### src/hw/rtl/cdep_pkg.sv
package cdep_pkg;

  // Register indexes of the configuration port
  localparam int unsigned CFG_INDEX_W = 1;
  localparam logic [CFG_INDEX_W-1:0] REG_HEADER_LENGTH  = 1'd0;
  localparam logic [CFG_INDEX_W-1:0] REG_PAYLOAD_LENGTH = 1'd1;
  localparam int unsigned CFG_DATA_W = 16;

  localparam logic [7:0]  HEADER_LENGTH_RST  = 8'd16;
  localparam logic [15:0] PAYLOAD_LENGTH_RST = 16'd0;

  // Record kinds
  localparam logic [1:0] KIND_LOC    = 2'd0;
  localparam logic [1:0] KIND_SIG    = 2'd1;
  localparam logic [1:0] KIND_VENDOR = 2'd2;
  localparam logic [1:0] KIND_END    = 2'd3;

  // Group queue between parser and output stage
  localparam int unsigned QUEUE_DEPTH = 4;
  localparam int unsigned QUEUE_PTR_W = $clog2(QUEUE_DEPTH);
  localparam int unsigned QUEUE_CNT_W = $clog2(QUEUE_DEPTH + 1);

  // Parse phase, one-hot
  typedef enum logic [6:0] {
    PH_HEADER  = 7'b0000001,
    PH_LOC_LO  = 7'b0000010,
    PH_LOC_HI  = 7'b0000100,
    PH_SIG_CNT = 7'b0001000,
    PH_VEN_CNT = 7'b0010000,
    PH_SIG     = 7'b0100000,
    PH_VEN     = 7'b1000000
  } phase_t;

  typedef struct packed {
    logic [1:0]  kind;
    logic [31:0] value;
    logic [13:0] element_number;
  } record_t;

  // All records caused by one word: an optional parse record and an optional end record
  typedef struct packed {
    logic        has_main;
    record_t     main;
    logic        has_end;
    logic [13:0] end_count;
  } group_t;

  typedef struct packed {
    logic full;
    logic empty;
  } q_status_t;

endpackage

### src/hw/rtl/cdep_ifs.sv
interface cdep_in_if;
  logic       valid;
  logic       ready;
  logic [7:0] data_byte;
  logic       first_byte;

  modport source (output valid, output data_byte, output first_byte, input ready);
  modport sink (input valid, input data_byte, input first_byte, output ready);
endinterface

interface cdep_out_if;
  logic        valid;
  logic        ready;
  logic [1:0]  record_kind;
  logic [31:0] record_value;
  logic [13:0] element_number;
  logic        last_record;

  modport source (output valid, output record_kind, output record_value,
                  output element_number, output last_record, input ready);
  modport sink (input valid, input record_kind, input record_value,
                input element_number, input last_record, output ready);
endinterface

### src/hw/rtl/cdep_front.sv
module cdep_front (
  input  logic                                 clk,
  input  logic                                 rst_n,
  cdep_in_if.sink                              in_byte,
  input  logic                                 cfg_we,
  input  logic [cdep_pkg::CFG_INDEX_W-1:0]     cfg_index,
  input  logic [cdep_pkg::CFG_DATA_W-1:0]      cfg_wdata,
  input  cdep_pkg::q_status_t                  q_status,
  output logic                                 push,
  output cdep_pkg::group_t                     push_data
);

  logic [7:0]        hdr_len_r;
  logic [15:0]       pay_len_r;

  logic [15:0]       pos_r, pos_nxt, pos_e;
  cdep_pkg::phase_t  phase_r, phase_nxt, phase_e, ph;
  logic [7:0]        sig_r, sig_nxt, sig_e;
  logic [7:0]        ven_r, ven_nxt, ven_e;
  logic [31:0]       field_r, field_nxt, field_e;
  logic [1:0]        bif_r, bif_nxt, bif_e, bif_inc;
  logic [13:0]       count_r, count_nxt, count_e, cur_elem;
  logic              stop_r, stop_nxt, stop_e;
  logic [16:0]       elem_end;
  logic [7:0]        b;
  logic              accept;

  function automatic cdep_pkg::phase_t pick_phase(input logic [7:0] sig, input logic [7:0] ven);
    cdep_pkg::phase_t r;
    if (sig != 8'd0) r = cdep_pkg::PH_SIG;
    else if (ven != 8'd0) r = cdep_pkg::PH_VEN;
    else r = cdep_pkg::PH_LOC_LO;
    return r;
  endfunction

  assign in_byte.ready = !q_status.full;
  assign accept = in_byte.valid && in_byte.ready;
  assign b = in_byte.data_byte;

  // A first word starts from a cleared parse state
  always_comb begin
    if (in_byte.first_byte) begin
      pos_e   = 16'd0;
      phase_e = cdep_pkg::PH_HEADER;
      sig_e   = 8'd0;
      ven_e   = 8'd0;
      field_e = 32'd0;
      bif_e   = 2'd0;
      count_e = 14'd0;
      stop_e  = 1'b0;
    end else begin
      pos_e   = pos_r;
      phase_e = phase_r;
      sig_e   = sig_r;
      ven_e   = ven_r;
      field_e = field_r;
      bif_e   = bif_r;
      count_e = count_r;
      stop_e  = stop_r;
    end
  end

  // Parse one word
  always_comb begin
    phase_nxt = phase_e;
    sig_nxt   = sig_e;
    ven_nxt   = ven_e;
    field_nxt = field_e;
    bif_nxt   = bif_e;
    count_nxt = count_e;
    stop_nxt  = stop_e;
    push_data = '0;
    cur_elem  = count_e - 14'd1;
    bif_inc   = bif_e + 2'd1;
    elem_end  = {1'b0, pos_e} + 17'd1 + {8'd0, sig_e, 1'b0} + {7'd0, b, 2'b00};
    ph        = phase_e;

    if (pos_e < pay_len_r && !stop_e) begin
      if (phase_e == cdep_pkg::PH_HEADER && pos_e >= {8'd0, hdr_len_r}) begin
        ph = cdep_pkg::PH_LOC_LO;
      end
      case (ph)
        cdep_pkg::PH_HEADER: begin
        end
        cdep_pkg::PH_LOC_LO: begin
          field_nxt = {24'd0, b};
          phase_nxt = cdep_pkg::PH_LOC_HI;
        end
        cdep_pkg::PH_LOC_HI: begin
          field_nxt = {16'd0, b, field_e[7:0]};
          phase_nxt = cdep_pkg::PH_SIG_CNT;
        end
        cdep_pkg::PH_SIG_CNT: begin
          sig_nxt   = b;
          phase_nxt = cdep_pkg::PH_VEN_CNT;
        end
        cdep_pkg::PH_VEN_CNT: begin
          ven_nxt = b;
          // Drop the element and all that follows when it overruns the payload
          if (elem_end > {1'b0, pay_len_r}) begin
            stop_nxt = 1'b1;
          end else begin
            push_data.has_main            = 1'b1;
            push_data.main.kind           = cdep_pkg::KIND_LOC;
            push_data.main.value          = {16'd0, field_e[15:0]};
            push_data.main.element_number = count_e;
            count_nxt = count_e + 14'd1;
            field_nxt = 32'd0;
            bif_nxt   = 2'd0;
            phase_nxt = pick_phase(sig_e, b);
          end
        end
        cdep_pkg::PH_SIG: begin
          field_nxt = field_e | (bif_e[0] ? {16'd0, b, 8'd0} : {24'd0, b});
          bif_nxt   = bif_inc;
          if (bif_inc == 2'd2) begin
            push_data.has_main            = 1'b1;
            push_data.main.kind           = cdep_pkg::KIND_SIG;
            push_data.main.value          = {16'd0, field_nxt[15:0]};
            push_data.main.element_number = cur_elem;
            sig_nxt   = sig_e - 8'd1;
            field_nxt = 32'd0;
            bif_nxt   = 2'd0;
            phase_nxt = pick_phase(sig_e - 8'd1, ven_e);
          end
        end
        cdep_pkg::PH_VEN: begin
          // Vendor id lands in the upper half, model id in the lower
          case (bif_e)
            2'd0:    field_nxt = field_e | {8'd0, b, 16'd0};
            2'd1:    field_nxt = field_e | {b, 24'd0};
            2'd2:    field_nxt = field_e | {24'd0, b};
            default: field_nxt = field_e | {16'd0, b, 8'd0};
          endcase
          if (bif_e == 2'd3) begin
            push_data.has_main            = 1'b1;
            push_data.main.kind           = cdep_pkg::KIND_VENDOR;
            push_data.main.value          = field_nxt;
            push_data.main.element_number = cur_elem;
            ven_nxt   = ven_e - 8'd1;
            field_nxt = 32'd0;
            bif_nxt   = 2'd0;
            phase_nxt = pick_phase(sig_e, ven_e - 8'd1);
          end else begin
            bif_nxt = bif_inc;
          end
        end
        default: begin
        end
      endcase
    end

    // End record at the last payload word
    if (pay_len_r != 16'd0 && pos_e == pay_len_r - 16'd1) begin
      push_data.has_end   = 1'b1;
      push_data.end_count = count_nxt;
    end

    pos_nxt = (pos_e != 16'hFFFF) ? pos_e + 16'd1 : pos_e;
  end

  assign push = accept && (push_data.has_main || push_data.has_end);

  // Hold configuration
  always_ff @(posedge clk) begin
    if (!rst_n) begin
      hdr_len_r <= cdep_pkg::HEADER_LENGTH_RST;
      pay_len_r <= cdep_pkg::PAYLOAD_LENGTH_RST;
    end else if (cfg_we) begin
      if (cfg_index == cdep_pkg::REG_HEADER_LENGTH) hdr_len_r <= cfg_wdata[7:0];
      if (cfg_index == cdep_pkg::REG_PAYLOAD_LENGTH) pay_len_r <= cfg_wdata[15:0];
    end
  end

  // Advance parse state on each accepted word
  always_ff @(posedge clk) begin
    if (!rst_n) begin
      pos_r   <= 16'd0;
      phase_r <= cdep_pkg::PH_HEADER;
      sig_r   <= 8'd0;
      ven_r   <= 8'd0;
      field_r <= 32'd0;
      bif_r   <= 2'd0;
      count_r <= 14'd0;
      stop_r  <= 1'b0;
    end else if (accept) begin
      pos_r   <= pos_nxt;
      phase_r <= phase_nxt;
      sig_r   <= sig_nxt;
      ven_r   <= ven_nxt;
      field_r <= field_nxt;
      bif_r   <= bif_nxt;
      count_r <= count_nxt;
      stop_r  <= stop_nxt;
    end
  end

endmodule

### src/hw/rtl/cdep_queue.sv
module cdep_queue (
  input  logic                 clk,
  input  logic                 rst_n,
  input  logic                 push,
  input  cdep_pkg::group_t     push_data,
  input  logic                 pop,
  output cdep_pkg::group_t     pop_data,
  output cdep_pkg::q_status_t  q_status
);

  cdep_pkg::group_t                        slots [cdep_pkg::QUEUE_DEPTH];
  logic [cdep_pkg::QUEUE_PTR_W-1:0]        wr_ptr_r, rd_ptr_r;
  logic [cdep_pkg::QUEUE_CNT_W-1:0]        cnt_r, cnt_nxt;

  assign q_status.full  = (cnt_r == cdep_pkg::QUEUE_CNT_W'(cdep_pkg::QUEUE_DEPTH));
  assign q_status.empty = (cnt_r == '0);
  assign pop_data       = slots[rd_ptr_r];

  always_comb begin
    cnt_nxt = cnt_r;
    if (push && !pop) cnt_nxt = cnt_r + 1'b1;
    else if (pop && !push) cnt_nxt = cnt_r - 1'b1;
  end

  // Advance pointers and count
  always_ff @(posedge clk) begin
    if (!rst_n) begin
      wr_ptr_r <= '0;
      rd_ptr_r <= '0;
      cnt_r    <= '0;
    end else begin
      if (push) wr_ptr_r <= wr_ptr_r + 1'b1;
      if (pop) rd_ptr_r <= rd_ptr_r + 1'b1;
      cnt_r <= cnt_nxt;
    end
  end

  // Store groups
  always_ff @(posedge clk) begin
    if (push) slots[wr_ptr_r] <= push_data;
  end

`ifndef SYNTHESIS
  a_no_push_full: assert property (@(posedge clk) disable iff (!rst_n)
    !(push && q_status.full))
    else $error("group pushed into full queue");
  a_no_pop_empty: assert property (@(posedge clk) disable iff (!rst_n)
    !(pop && q_status.empty))
    else $error("group popped from empty queue");
`endif

endmodule

### src/hw/rtl/cdep_back.sv
module cdep_back (
  input  logic                 clk,
  input  logic                 rst_n,
  input  cdep_pkg::q_status_t  q_status,
  input  cdep_pkg::group_t     pop_data,
  output logic                 pop,
  cdep_out_if.source           out_rec
);

  logic                    out_valid_r, out_valid_nxt;
  cdep_pkg::record_t       rec_r, rec_nxt;
  logic                    last_r, last_nxt;
  logic                    pend_r, pend_nxt;
  logic [13:0]             pend_cnt_r, pend_cnt_nxt;
  logic                    out_free;

  assign out_free = !out_valid_r || out_rec.ready;
  assign pop      = out_free && !pend_r && !q_status.empty;

  // Load the next record into the output register
  always_comb begin
    out_valid_nxt = out_valid_r;
    rec_nxt       = rec_r;
    last_nxt      = last_r;
    pend_nxt      = pend_r;
    pend_cnt_nxt  = pend_cnt_r;
    if (out_free) begin
      if (pend_r) begin
        out_valid_nxt          = 1'b1;
        rec_nxt.kind           = cdep_pkg::KIND_END;
        rec_nxt.value          = {18'd0, pend_cnt_r};
        rec_nxt.element_number = 14'd0;
        last_nxt               = 1'b1;
        pend_nxt               = 1'b0;
      end else if (!q_status.empty) begin
        out_valid_nxt = 1'b1;
        if (pop_data.has_main) begin
          rec_nxt      = pop_data.main;
          last_nxt     = !pop_data.has_end;
          pend_nxt     = pop_data.has_end;
          pend_cnt_nxt = pop_data.end_count;
        end else begin
          rec_nxt.kind           = cdep_pkg::KIND_END;
          rec_nxt.value          = {18'd0, pop_data.end_count};
          rec_nxt.element_number = 14'd0;
          last_nxt               = 1'b1;
        end
      end else begin
        out_valid_nxt = 1'b0;
      end
    end
  end

  always_ff @(posedge clk) begin
    if (!rst_n) begin
      out_valid_r <= 1'b0;
      pend_r      <= 1'b0;
    end else begin
      out_valid_r <= out_valid_nxt;
      pend_r      <= pend_nxt;
    end
  end

  always_ff @(posedge clk) begin
    rec_r      <= rec_nxt;
    last_r     <= last_nxt;
    pend_cnt_r <= pend_cnt_nxt;
  end

  assign out_rec.valid          = out_valid_r;
  assign out_rec.record_kind    = rec_r.kind;
  assign out_rec.record_value   = rec_r.value;
  assign out_rec.element_number = rec_r.element_number;
  assign out_rec.last_record    = last_r;

`ifndef SYNTHESIS
  a_pend_behind_main: assert property (@(posedge clk) disable iff (!rst_n)
    pend_r |-> (out_valid_r && !last_r && rec_r.kind != cdep_pkg::KIND_END))
    else $error("pending end record without its parse record in flight");
  a_end_is_last: assert property (@(posedge clk) disable iff (!rst_n)
    (out_valid_r && rec_r.kind == cdep_pkg::KIND_END) |-> last_r)
    else $error("end record not flagged last");
  a_not_last_pends: assert property (@(posedge clk) disable iff (!rst_n)
    (out_valid_r && !last_r) |-> pend_r)
    else $error("record not last but nothing follows");
`endif

endmodule

### src/hw/rtl/composition_data_element_parser_top.sv
// Records of an accepted word are written into the group queue and then loaded into the
// output register, from which the first of them is presented.
// Throughput: one word per cycle while the queue is not full; records leave at one per
// cycle while the output is ready, a word's parse record before its end record.
// A four-group queue between parser and output stage absorbs output stalls.
// Reset (rst_n low, synchronous): parse state cleared, header_length 16,
// payload_length 0, queue and output register empty.
module composition_data_element_parser_top (
  input  logic                              clk,
  input  logic                              rst_n,
  cdep_in_if.sink                           in_byte,
  cdep_out_if.source                        out_rec,
  input  logic                              cfg_we,
  input  logic [cdep_pkg::CFG_INDEX_W-1:0]  cfg_index,
  input  logic [cdep_pkg::CFG_DATA_W-1:0]   cfg_wdata
);

  cdep_pkg::q_status_t q_status;
  cdep_pkg::group_t    push_data;
  cdep_pkg::group_t    pop_data;
  logic                push;
  logic                pop;

  cdep_front u_front (
    .clk       (clk),
    .rst_n     (rst_n),
    .in_byte   (in_byte),
    .cfg_we    (cfg_we),
    .cfg_index (cfg_index),
    .cfg_wdata (cfg_wdata),
    .q_status  (q_status),
    .push      (push),
    .push_data (push_data)
  );

  cdep_queue u_queue (
    .clk       (clk),
    .rst_n     (rst_n),
    .push      (push),
    .push_data (push_data),
    .pop       (pop),
    .pop_data  (pop_data),
    .q_status  (q_status)
  );

  cdep_back u_back (
    .clk      (clk),
    .rst_n    (rst_n),
    .q_status (q_status),
    .pop_data (pop_data),
    .pop      (pop),
    .out_rec  (out_rec)
  );

endmodule

### src/flat_wrapper.sv
// flat-port wrapper written by rule: the top's interface ports become plain ports
module composition_data_element_parser_top_flat 
  (clk, rst_n, cfg_we, cfg_index, cfg_wdata, in_byte_valid, in_byte_data_byte, in_byte_first_byte, in_byte_ready, out_rec_valid, out_rec_record_kind, out_rec_record_value, out_rec_element_number, out_rec_last_record, out_rec_ready);
  cdep_in_if in_byte_i ();
  cdep_out_if out_rec_i ();
  input  logic clk;
  input  logic rst_n;
  input  logic cfg_we;
  input  logic [cdep_pkg::CFG_INDEX_W-1:0] cfg_index;
  input  logic [cdep_pkg::CFG_DATA_W-1:0] cfg_wdata;
  input wire logic [$bits(in_byte_i.valid)-1:0] in_byte_valid;
  input wire logic [$bits(in_byte_i.data_byte)-1:0] in_byte_data_byte;
  input wire logic [$bits(in_byte_i.first_byte)-1:0] in_byte_first_byte;
  output wire logic [$bits(in_byte_i.ready)-1:0] in_byte_ready;
  output wire logic [$bits(out_rec_i.valid)-1:0] out_rec_valid;
  output wire logic [$bits(out_rec_i.record_kind)-1:0] out_rec_record_kind;
  output wire logic [$bits(out_rec_i.record_value)-1:0] out_rec_record_value;
  output wire logic [$bits(out_rec_i.element_number)-1:0] out_rec_element_number;
  output wire logic [$bits(out_rec_i.last_record)-1:0] out_rec_last_record;
  input wire logic [$bits(out_rec_i.ready)-1:0] out_rec_ready;
  assign in_byte_i.valid = in_byte_valid;
  assign in_byte_i.data_byte = in_byte_data_byte;
  assign in_byte_i.first_byte = in_byte_first_byte;
  assign in_byte_ready = in_byte_i.ready;
  assign out_rec_valid = out_rec_i.valid;
  assign out_rec_record_kind = out_rec_i.record_kind;
  assign out_rec_record_value = out_rec_i.record_value;
  assign out_rec_element_number = out_rec_i.element_number;
  assign out_rec_last_record = out_rec_i.last_record;
  assign out_rec_i.ready = out_rec_ready;
  composition_data_element_parser_top u_core (.clk(clk), .rst_n(rst_n), .in_byte(in_byte_i), .out_rec(out_rec_i), .cfg_we(cfg_we), .cfg_index(cfg_index), .cfg_wdata(cfg_wdata));
endmodule
### config.mk
export PLATFORM = sky130hd
export DESIGN_NAME = composition_data_element_parser_top_flat
export DESIGN_NICKNAME = d
export VERILOG_FILES = /design/src/hw/rtl/cdep_pkg.sv /design/src/hw/rtl/cdep_ifs.sv /design/src/hw/rtl/cdep_front.sv /design/src/hw/rtl/cdep_queue.sv /design/src/hw/rtl/cdep_back.sv /design/src/hw/rtl/composition_data_element_parser_top.sv /design/src/flat_wrapper.sv
export SDC_FILE = /design/constraint.sdc
export NUM_CORES = 1
export LEC_CHECK = 0
export ABC_AREA = 1
export BUFFER_PORTS_ARGS = -buffer_cell sky130_fd_sc_hd__buf_2
export CAP_MARGIN = 20
export CORE_MARGIN = 2
export CORE_UTILIZATION = 35
export DETAILED_ROUTE_END_ITERATION = 16
export SETUP_SLACK_MARGIN = 0.15
export SYNTH_ARGS = -nofsm -noshare
export SYNTH_HDL_FRONTEND = slang
export SYNTH_SLANG_ARGS = --single-unit
### constraint.sdc
create_clock -name clk -period 8.6 [get_ports clk]
set_clock_uncertainty 0.05 [all_clocks]
set_input_delay 0 -clock clk [delete_from_list [all_inputs] [get_ports clk]]
set_output_delay 0 -clock clk [all_outputs]
set_load 0.02 [all_outputs]
## After elaboration in Yosys (flattened, before gate mapping)

Memory sizes are Yosys's and may differ from the RTL's. A register that Yosys moved wholly into a read port is not among the register bits.
Cells that the tools add are included.

| word-level totals | value |
|---|---|
| memories kept | 1 |
| input port bits | 31 |
| output and inout port bits | 51 |
| register bits | 184 |
| memory bits (writable) | 256 |

| operators by class | value |
|---|---|
| mux-type cells | 68 |
| reductions and logical operators | 32 |
| bitwise operators | 8 |
| eq/ne operators | 15 |
| order comparisons | 3 |
| $add $sub $neg | 14 |

Memories:

| memory | words | width | read ports | clocked after Yosys merged registers in | wr ports | RTL line | text |
|---|---|---|---|---|---|---|---|
| u_core.u_queue.slots | 4 | 64 | 1 | 1 | 1 | cdep_queue.sv:11 | `cdep_pkg::group_t slots [cdep_pkg::QUEUE_DEPTH];` |

Operator list:

| operator | number |
|---|---|
| $mux W49 | 4 |
| $mux W32 | 5 |
| $pmux W32 S5 | 1 |
| $pmux W49 S3 | 1 |
| $mux W48 | 2 |
| $pmux W32 S3 | 1 |
| $mux W7 | 13 |
| $or A32 B16 Y32 | 2 |
| $mux W14 | 4 |
| $mux W16 | 3 |
| $mux W8 | 6 |
| $pmux W7 S6 | 1 |
| $reduce_bool A8 Y1 | 5 |
| $or A32 B24 Y32 | 1 |
| $or A32 B32 Y32 | 1 |
| $or A32 B8 Y32 | 1 |
| $pmux W8 S2 | 2 |
| $mux W28 | 1 |
| $add A16 B1 Y17 const B | 1 |
| $add A17 B10 Y17 | 1 |
| $add A17 B9 Y17 | 1 |
| $gt A17 B16 Y1 | 1 |
| $add A16 B1 Y16 const B | 1 |
| $eq A16 B16 Y1 | 1 |
| 36 further kinds | 80 |

## Longest topological paths before layout

Gate-level depths: netlist of run 1.

| logic depth | value |
|---|---|
| depth in word-level cells | 15 |
| depth in mapped cells | 42 |

## Hierarchy

Synthesis of run 1 repeated with hierarchy kept, for this count alone.

| second synthesis, totals | value |
|---|---|
| cells, all modules | 2646 |
| area total of the unflattened synthesis | 23159.7 µm² |

Modules (own cells, without submodules):

| module | cells an instance | times used | area each (µm²) |
|---|---|---|---|
| cdep_front | 1751 | 1 | 10632.7 |
| cdep_queue | 677 | 1 | 9944.5 |
| cdep_back | 218 | 1 | 2582.5 |

## Worst setup path after synthesis of run 1

Ideal clock, no wire load.

| path | value |
|---|---|
| kind | flip-flop to flip-flop |
| start point | register u_core.u_front.pos_r[1] |
| end point | memory u_core.u_queue.slots[0][0] in the netlist's numbering, enable pin |
| cell stages (with the launch flop) | 26 |
| clock period less this slack | 7.041 ns |
| data arrival time | 6.505 ns |
| data required time | 8.064 ns |
| path slack | 1.559 ns |
| cells stage by stage | dfxtp_1 -> inv_1 -> nor2_1 -> ha_1 -> ha_1 -> fa_1 -> a31oi_1 -> o31ai_1 -> nand2_1 -> nand2_1 -> nand2_1 -> nand2_1 -> and3_1 -> xnor2_1 -> inv_1 -> ha_1 -> nand2_1 -> nor4_1 -> nand3b_1 -> nand2_1 -> nand3_2 -> nand2_1 -> nand2_1 -> nand2_2 -> nand2_2 -> nor2_1 |

| between the ends | value |
|---|---|
| longest elaborated chain between the ends | 12 |
| elaborated cells between the ends (all ways) | 24 |

RTL lines:

| element | RTL line | text |
|---|---|---|
| start, declared | cdep_front.sv:16 | `logic [15:0] pos_r, pos_nxt, pos_e;` |
| start signal, assigned | cdep_front.sv:187 | `pos_r <= pos_nxt;` |
| $mux W16 * | cdep_front.sv:42 | `if (in_byte.first_byte) begin` |
| $add A16 B1 Y17 or $ge A16 B8 Y1 (tied branches) | cdep_front.sv:75, cdep_front.sv:79 |  |
| $add A17 B9 Y17 or $logic_and A1 B1 Y1 (tied branches) | cdep_front.sv:75, cdep_front.sv:79 |  |
| $add A17 B10 Y17 or $mux W7 (tied branches) | cdep_front.sv:75, cdep_front.sv:79 |  |
| $gt A17 B16 Y1 or $mux W7 (tied branches) | cdep_front.sv:100, cdep_front.sv:78 |  |
| $mux W49, or another cell as far along | cdep_front.sv:100 | `if (elem_end > {1'b0, pay_len_r}) begin` |
| $pmux W49 S3 | cdep_front.sv:82 | `case (ph)` |
| $mux W49 | cdep_front.sv:78 | `if (pos_e < pay_len_r && !stop_e) begin` |
| $logic_or A1 B1 Y1 * | cdep_front.sv:162 | `assign push = accept && (push_data.has_main \|\| push_data.has_end);` |
| $logic_and A1 B1 Y1 * | cdep_front.sv:162 |  |
| $mux W1 * | cdep_queue.sv:40 | `if (push) slots[wr_ptr_r] <= push_data;` |
| $mux W1 (implied by the code) * | cdep_queue.sv:40 |  |
| end, declared | cdep_queue.sv:11 |  |

Mark *: on every way between the ends. The rest lies on a longest branch, timed or not. The select of a mux whose other input is x is not followed.

## Worst setup path in the final report of run 1

| path | value |
|---|---|
| start point | register u_core.u_front.pos_r[1] |
| end point | memory u_core.u_queue.slots[0][28] in the netlist's numbering, enable pin |

Same word-level chain as after synthesis.

==> metrics.txt, run 1 <==
status=finished clean; Worst EP required=8790 ps; Multi-input gate area=9470 um2; sw power=2.34 mW; Mapped Area=23100 um2; CTS tree=yes; sequential share of the synthesized area=52.2%; register area=12000 um2; switch share=35.4%; distinct cell type count after synthesis=64; max_cap viols=0; drt total wl=66100 um; Worst Hold Class=input port to flop; flops & latches, synth=442; Post-synth top cells=394 x nand2_1, 352 x nor2_1, 319 x edfxtp_1; CTS clk-pin slew, worst paths=60 ps; Die X=261 um; Pwr Density=255 nW/um2; Core Region=65500 um2; area delta synth->final=12.9%; crit path launch type=flop; worst-path fanout max=28; Post-Syn Nets=2693; Via density=5.28; internal power=4.28 mW; vias in the first global route=17900; postcts setup bufs=0; hpwl dp=44500 um; top cell type's share of synthesized area=41.5%; prevailing post-synth register cell=edfxtp_1; CTS max path bufs=3; CTS sink cnt=442; setup_tns=0 ps; first-pass GRT wire length=102000 um; Final GP Congestion=0.924; WP data arrival=6540 ps; Crit Path Category=flop to flop; Synth area leader=edfxtp_1; gr ovfl total=0; YS warnings=0; Pleak=9.66 nW; drt first pass iters=6; initial antenna violation count=2; via count=18800; final setup violation count=0; layout cells sized above 1=10.3%; Seq pwr share=40.9%; cell count of the worst reg-to-reg path=26; DRC Markers=0; port bufs=81; n_diodes=0; FMAX=157 MHz; cts repair resizes=0; FP Rows=94; largest net degree at the start of global routing=103; die height=261 um; FFs w/ async S/R, synth=0%; CTS Root Cell=clkbuf_16; Slew Viols, Final=0; fill count=6453; post-synthesis average cell area=8.92 um2; Final min period=6350 ps; most frequent cell after synthesis=nand2_1; unrepaired setup endpoints after global routing=no; Design Power=6.63 mW; wire per inst=18.6 um; GRT Total Usage=19.1%; fin crit share=73.9%; Final #Nets=2760; total die area=68000 um2; io pins=82; Initial Util=35.2%; count of flip-flops with a built-in enable after synthesis=319; Synth area leaders=edfxtp_1 42%, dfxtp_1 11%, o21ai_0 6.5%; clock latency on the worst-skew pair=590 ps; number of DRC markers in iteration 0=1686; # H-tree levels=2; Setup crit end kind=flop; Num CTS Buffers=48; Cells on Worst Hold Path=5; Syn Inst Count=2585; logic gate share of total power=29.3%; measured slew at the worst slew-check pin=1060 ps; VDD IR-drop max=0.175 mV; final hold vios=0; Slew headroom=29.1%; antenna viol nets, final=0; Clock power frac=29.8%
==> sequential cells by signal, summed over array words and instances, names as in the netlist, 3 cells and up, named ones only <==
register,cells
u_core.u_front.pos_r,16
u_core.u_front.phase_r,7
u_core.u_back.out_rec.element_number,14
u_core.u_back.out_rec.record_value,32
u_core.u_front.hdr_len_r,8
u_core.u_queue.slots,256
u_core.u_front.field_r,32
u_core.u_front.count_r,14
u_core.u_back.pend_cnt_r,14
u_core.u_front.ven_r,8
u_core.u_queue.cnt_r,3
u_core.u_front.pay_len_r,16
u_core.u_front.sig_r,8
==> cell type report <==
cell class	instances	area share [%]
multi-input cells	1758	36.4
inverters	268	3.92
flip-flops and latches	442	46.3
well taps	864	4.15
clock buffers	66	4.99
repair buffers	134	3.51
clock inverters	20	0.755
==> worst max-delay path: stages (launching register included) <==
cell and delay, ps:
dfxtp_1 310, inv_1 60, nor2_1 370, ha_1 330, ha_1 240, fa_1 470
a31oi_1 360, o31ai_1 170, nand2_1 80, nand2_1 50, nand2_1 50, nand2_1 70
and3_1 170, xnor2_1 140, inv_1 60, ha_1 270, nand2_1 80, nor4_1 290
nand3b_1 110, nand2_1 170, nand3_2 270, nand2_1 130, nand2_1 130, nand2_2 140
nand2_2 160, nor2_4 740, buf_4 480
==> path summary, 6_finish.rpt <==
kind                                                               to  slack, ps                                     from
worst max-delay path            u_core.u_queue.slots[0][28]$_DFFE_PP_       2250     u_core.u_front.pos_r[1]$_SDFFE_PN0P_
worst min-delay path             u_core.u_front.pos_r[4]$_SDFFE_PN0P_         50                            in_byte_valid
worst max register to register  u_core.u_queue.slots[0][28]$_DFFE_PP_       2250     u_core.u_front.pos_r[1]$_SDFFE_PN0P_
worst min register to register                                   flop        420  u_core.u_queue.rd_ptr_r[1]$_SDFFE_PN0P_
==> logic make-up after synthesis <==
group | after synthesis | share of synthesized area (%)
fa+ha+maj | 77 | 4.44
xor+xnor | 45 | 1.74
flops | 442 | 52.2
compound gates | 644 | 15.4
buf+inv | 385 | 6.86
simple gates | 992 | 19.4
==> what timing repair did <==
action | 4_1_cts | 5_1_grt
hold buffers | 34 | 0
endpoints found under the hold margin | 33 | 0
endpoints found under the setup margin | 0 | 0
==> cells in the final DEF, fill, tap and decap left out, types with 23 or more instances in the layout <==
master,count
a31oi_1,32
nor2_1,347
a21oi_1,195
o22ai_1,29
nand2_1,394
o221ai_1,23
ha_1,69
nand3_1,106
dlygate4sd3_1,34
xor2_1,33
inv_1,242
dfxtp_1,121
o21ai_0,300
edfxtp_1,319
clkbuf_16,49
nor3_1,25
buf_2,81
==> power groups by stage <==
stage,Clock [mW],Sequential [mW],Combinational [mW]
final,1.98,2.71,1.94
after global routing,2.10,2.74,2.17
after CTS,2.02,2.72,1.93
after detailed placement,0,2.76,1.92
after global placement,0,2.76,1.88
after floorplan,0,2.90,1.17
==> routing by layer <==
layer	track usage [%]	up-vias	share of wire, %
met3	2.80	103	6.3
met4	5.70	2	2.3
li1	-	9004	-
met5	0	-	0.017
met2	31.2	654	47
met1	26.3	8988	44
==> per-stage QoR <==
stage / setup slack (ps) / instances / util (%) / hold slack (ps) / cell area (um2)
after CTS: 2260 / 3551 / 39.7 / 8.77 / 26000
final: 2250 / 3552 / 39.7 / 48.9 / 26000
after detailed placement: 2200 / 3431 / 36.9 / 203 / 24200
after global placement: 2270 / 3431 / 36.9 / 185 / 24200
after global routing: 1730 / 3552 / 39.7 / 70.0 / 26000
after floorplan: 1560 / 2585 / - / 80.4 / 23100
Power figures use the tool's default switching activity.
==> inputs of run 2 (changes only) <==
==> constraint.sdc (replaced) <==
create_clock -name clk -period 5.35 [get_ports clk]
set_clock_uncertainty 0.05 [all_clocks]
set_input_delay 0 -clock clk [delete_from_list [all_inputs] [get_ports clk]]
set_output_delay 0 -clock clk [all_outputs]
set_load 0.02 [all_outputs]
==> run 2 against run 1 <==
Non-clock buffer count increased by 44. Setup slack got worse by 1800 ps. Critical path type unchanged. Flip-flop and latch count unchanged. Clock power increased by 74%. Sequential share of layout area shrank 1.3 points. Hold slack got worse by 33 ps. Via count grew 0.84%. Highest routed layer is now met4. Core utilization is 1.2 points higher. Maximum frequency increased by 30%. Critical path depth increased by 5. Cell count increased by 1.4%. Register-to-register slack worse by 1800 ps.
==> metrics.txt, run 2 (synthesized netlist as in run 1, its figures left out) <==
status=finished clean; CTS max path bufs=3; total die area=68000 um2; Crit Path Category=flop to flop; largest net degree at the start of global routing=109; io pins=82; DRC Markers=0; number of DRC markers in iteration 0=1579; Pleak=10.0 nW; initial antenna violation count=1; hold path start=in_byte_first_byte; FP Rows=94; WHS Endpoint=u_core.u_front.sig_r[5]$_SDFFE_PN0P_; highest routed metal layer=met4; sw power=3.89 mW; Design Power=11.0 mW; r2r endpoint=u_core.u_queue.cnt_r[2]$_SDFFE_PN0P_; FF-to-FF Start=u_core.u_front.pos_r[3]$_SDFFE_PN0P_; max reg flops=256; VDD IR-drop max=0.297 mV; Worst Hold Class=input port to flop; Cells on Worst Hold Path=6; switch share=35.3%; hpwl dp=44700 um; vias in the first global route=18200; port bufs=81; gr ovfl total=0; CTS Root Cell=clkbuf_16; Setup crit end kind=flop; met2 wire length=31800 um; Worst path slowest cell=fa_1; Slew headroom=27.8%; Via density=5.25; Slew Viols, Final=0; DR WL met3=4120 um; Final WS setup=453 ps; area delta synth->final=16.2%; Hold Slack=15.7 ps; drt first pass iters=6; # H-tree levels=2; commonest cells after routing, fill and taps aside=389 x nand2_1, 342 x nor2_1, 319 x edfxtp_1, 297 x o21ai_0, 241 x inv_1; layout cells sized above 1=12.9%; fin crit share=91.5%; Core Region=65500 um2; Final min period=4900 ps; Pwr Density=412 nW/um2; Worst EP required=5790 ps; most common cell after layout, fill and taps aside=nand2_1; WP data arrival=5340 ps; final hold vios=0; Clock power frac=31.2%; Initial Util=35.2%; via count=18900; unrepaired setup endpoints after global routing=yes; clock latency on the worst-skew pair=600 ps; Final #Nets=2807; cell count of the worst reg-to-reg path=31; setup_tns=0 ps; worst-path fanout max=6; max_cap viols=0; Final GP Congestion=0.916; logic gate share of total power=29.3%; antenna viol nets, final=0; DRT met1 WL=29100 um; GRT Total Usage=19.6%; CTS sink cnt=442; largest register by flop count=u_core.u_queue.slots; measured slew at the worst slew-check pin=1080 ps; crit path launch type=flop; CTS tree=yes; Die X=261 um; die height=261 um; final setup violation count=0; drt total wl=67400 um; Num CTS Buffers=50; most frequent CP cell=nand2_2; CTS clk-pin slew, worst paths=60 ps; Largest stage delay, worst path=430 ps; FMAX=204 MHz; first-pass GRT wire length=104000 um; Reg2Reg Setup Slack=450 ps; internal power=7.14 mW; dpl ws=68.7 ps; Seq pwr share=39.5%; wire per inst=18.7 um
run 2: cell count changes in the layout (fill, tap and decap cells not counted), sizes merged:
cell / before / now
dlygate4sd3: 34 / 37
nor2: 380 / 381
clkbuf: 66 / 64
diode: 0 / 1
inv: 265 / 267
clkinv: 18 / 25
bufinv: 2 / 4
buf: 100 / 140
clkinvlp: 3 / 0
run 2: worst max path at each step:
stage	startpoint	end	slack, ps
after CTS	u_core.u_front.pos_r[2]$_SDFFE_PN0P_	u_core.u_queue.cnt_r[2]$_SDFFE_PN0P_	160
after global placement	in_byte_first_byte	u_core.u_queue.cnt_r[2]$_SDFFE_PN0P_	30
after floorplan	in_byte_first_byte	u_core.u_queue.slots[0][0]$_DFFE_PP_	150
after detailed placement	in_byte_first_byte	u_core.u_queue.cnt_r[2]$_SDFFE_PN0P_	70
final	u_core.u_front.pos_r[3]$_SDFFE_PN0P_	u_core.u_queue.cnt_r[2]$_SDFFE_PN0P_	450
after global routing	u_core.u_front.pos_r[2]$_SDFFE_PN0P_	u_core.u_queue.cnt_r[2]$_SDFFE_PN0P_	50
run 2: critical path, delay by kind of cell, from the launching register on:
family / cells / cell delay (ps)
fa+ha+maj: 5 / 1620
simple gates: 15 / 1610
compound gates: 6 / 650
buf+inv: 4 / 360
flops: 1 / 340
xor+xnor: 1 / 150
run 2: layer usage:
layer | track usage (%) | vias up
met5 | 0 | -
met4 | 7.21 | 0
met3 | 2.49 | 143
met2 | 32.6 | 634
met1 | 26.0 | 9004
li1 | - | 9128
run 2: area by class of cell:
| type | instances | area, um2 |
|---|---|---|
| inverter | 268 | 1020 |
| clock inverter | 28 | 280 |
| sequential | 442 | 12000 |
| clock buffer | 63 | 1360 |
| tap | 864 | 1080 |
| multi-input combinational | 1759 | 9610 |
| antenna | 1 | 2.50 |
| fill | 6369 | 38700 |
| timing repair buffer | 178 | 1400 |
run 2: per-stage QoR:
stage | utilization, % | cell area [um2] | std cells
after floorplan | - | 23100 | 2585
after global placement | 37.5 | 24500 | 3464
after detailed placement | 37.5 | 24500 | 3464
after CTS | 40.5 | 26500 | 3592
after global routing | 40.9 | 26800 | 3603
final | 40.9 | 26800 | 3603
run 2: power groups by stage:
stage | Combinational, mW | Clock [mW] | Sequential (mW)
final | 3.23 | 3.44 | 4.36
after global routing | 3.59 | 3.64 | 4.41
after CTS | 3.16 | 3.51 | 4.39
after detailed placement | 3.12 | 0 | 4.46
after global placement | 3.08 | 0 | 4.44
after floorplan | 1.89 | 0 | 4.66
run 2: what timing repair did:
item / 4_1_cts / 5_1_grt
hold buffers: 37 / 0
setup endpoints to repair: 0 / 422
hold endpoints to repair: 33 / 0
gates resized for setup: 0 / 33
setup buffers: 0 / 5
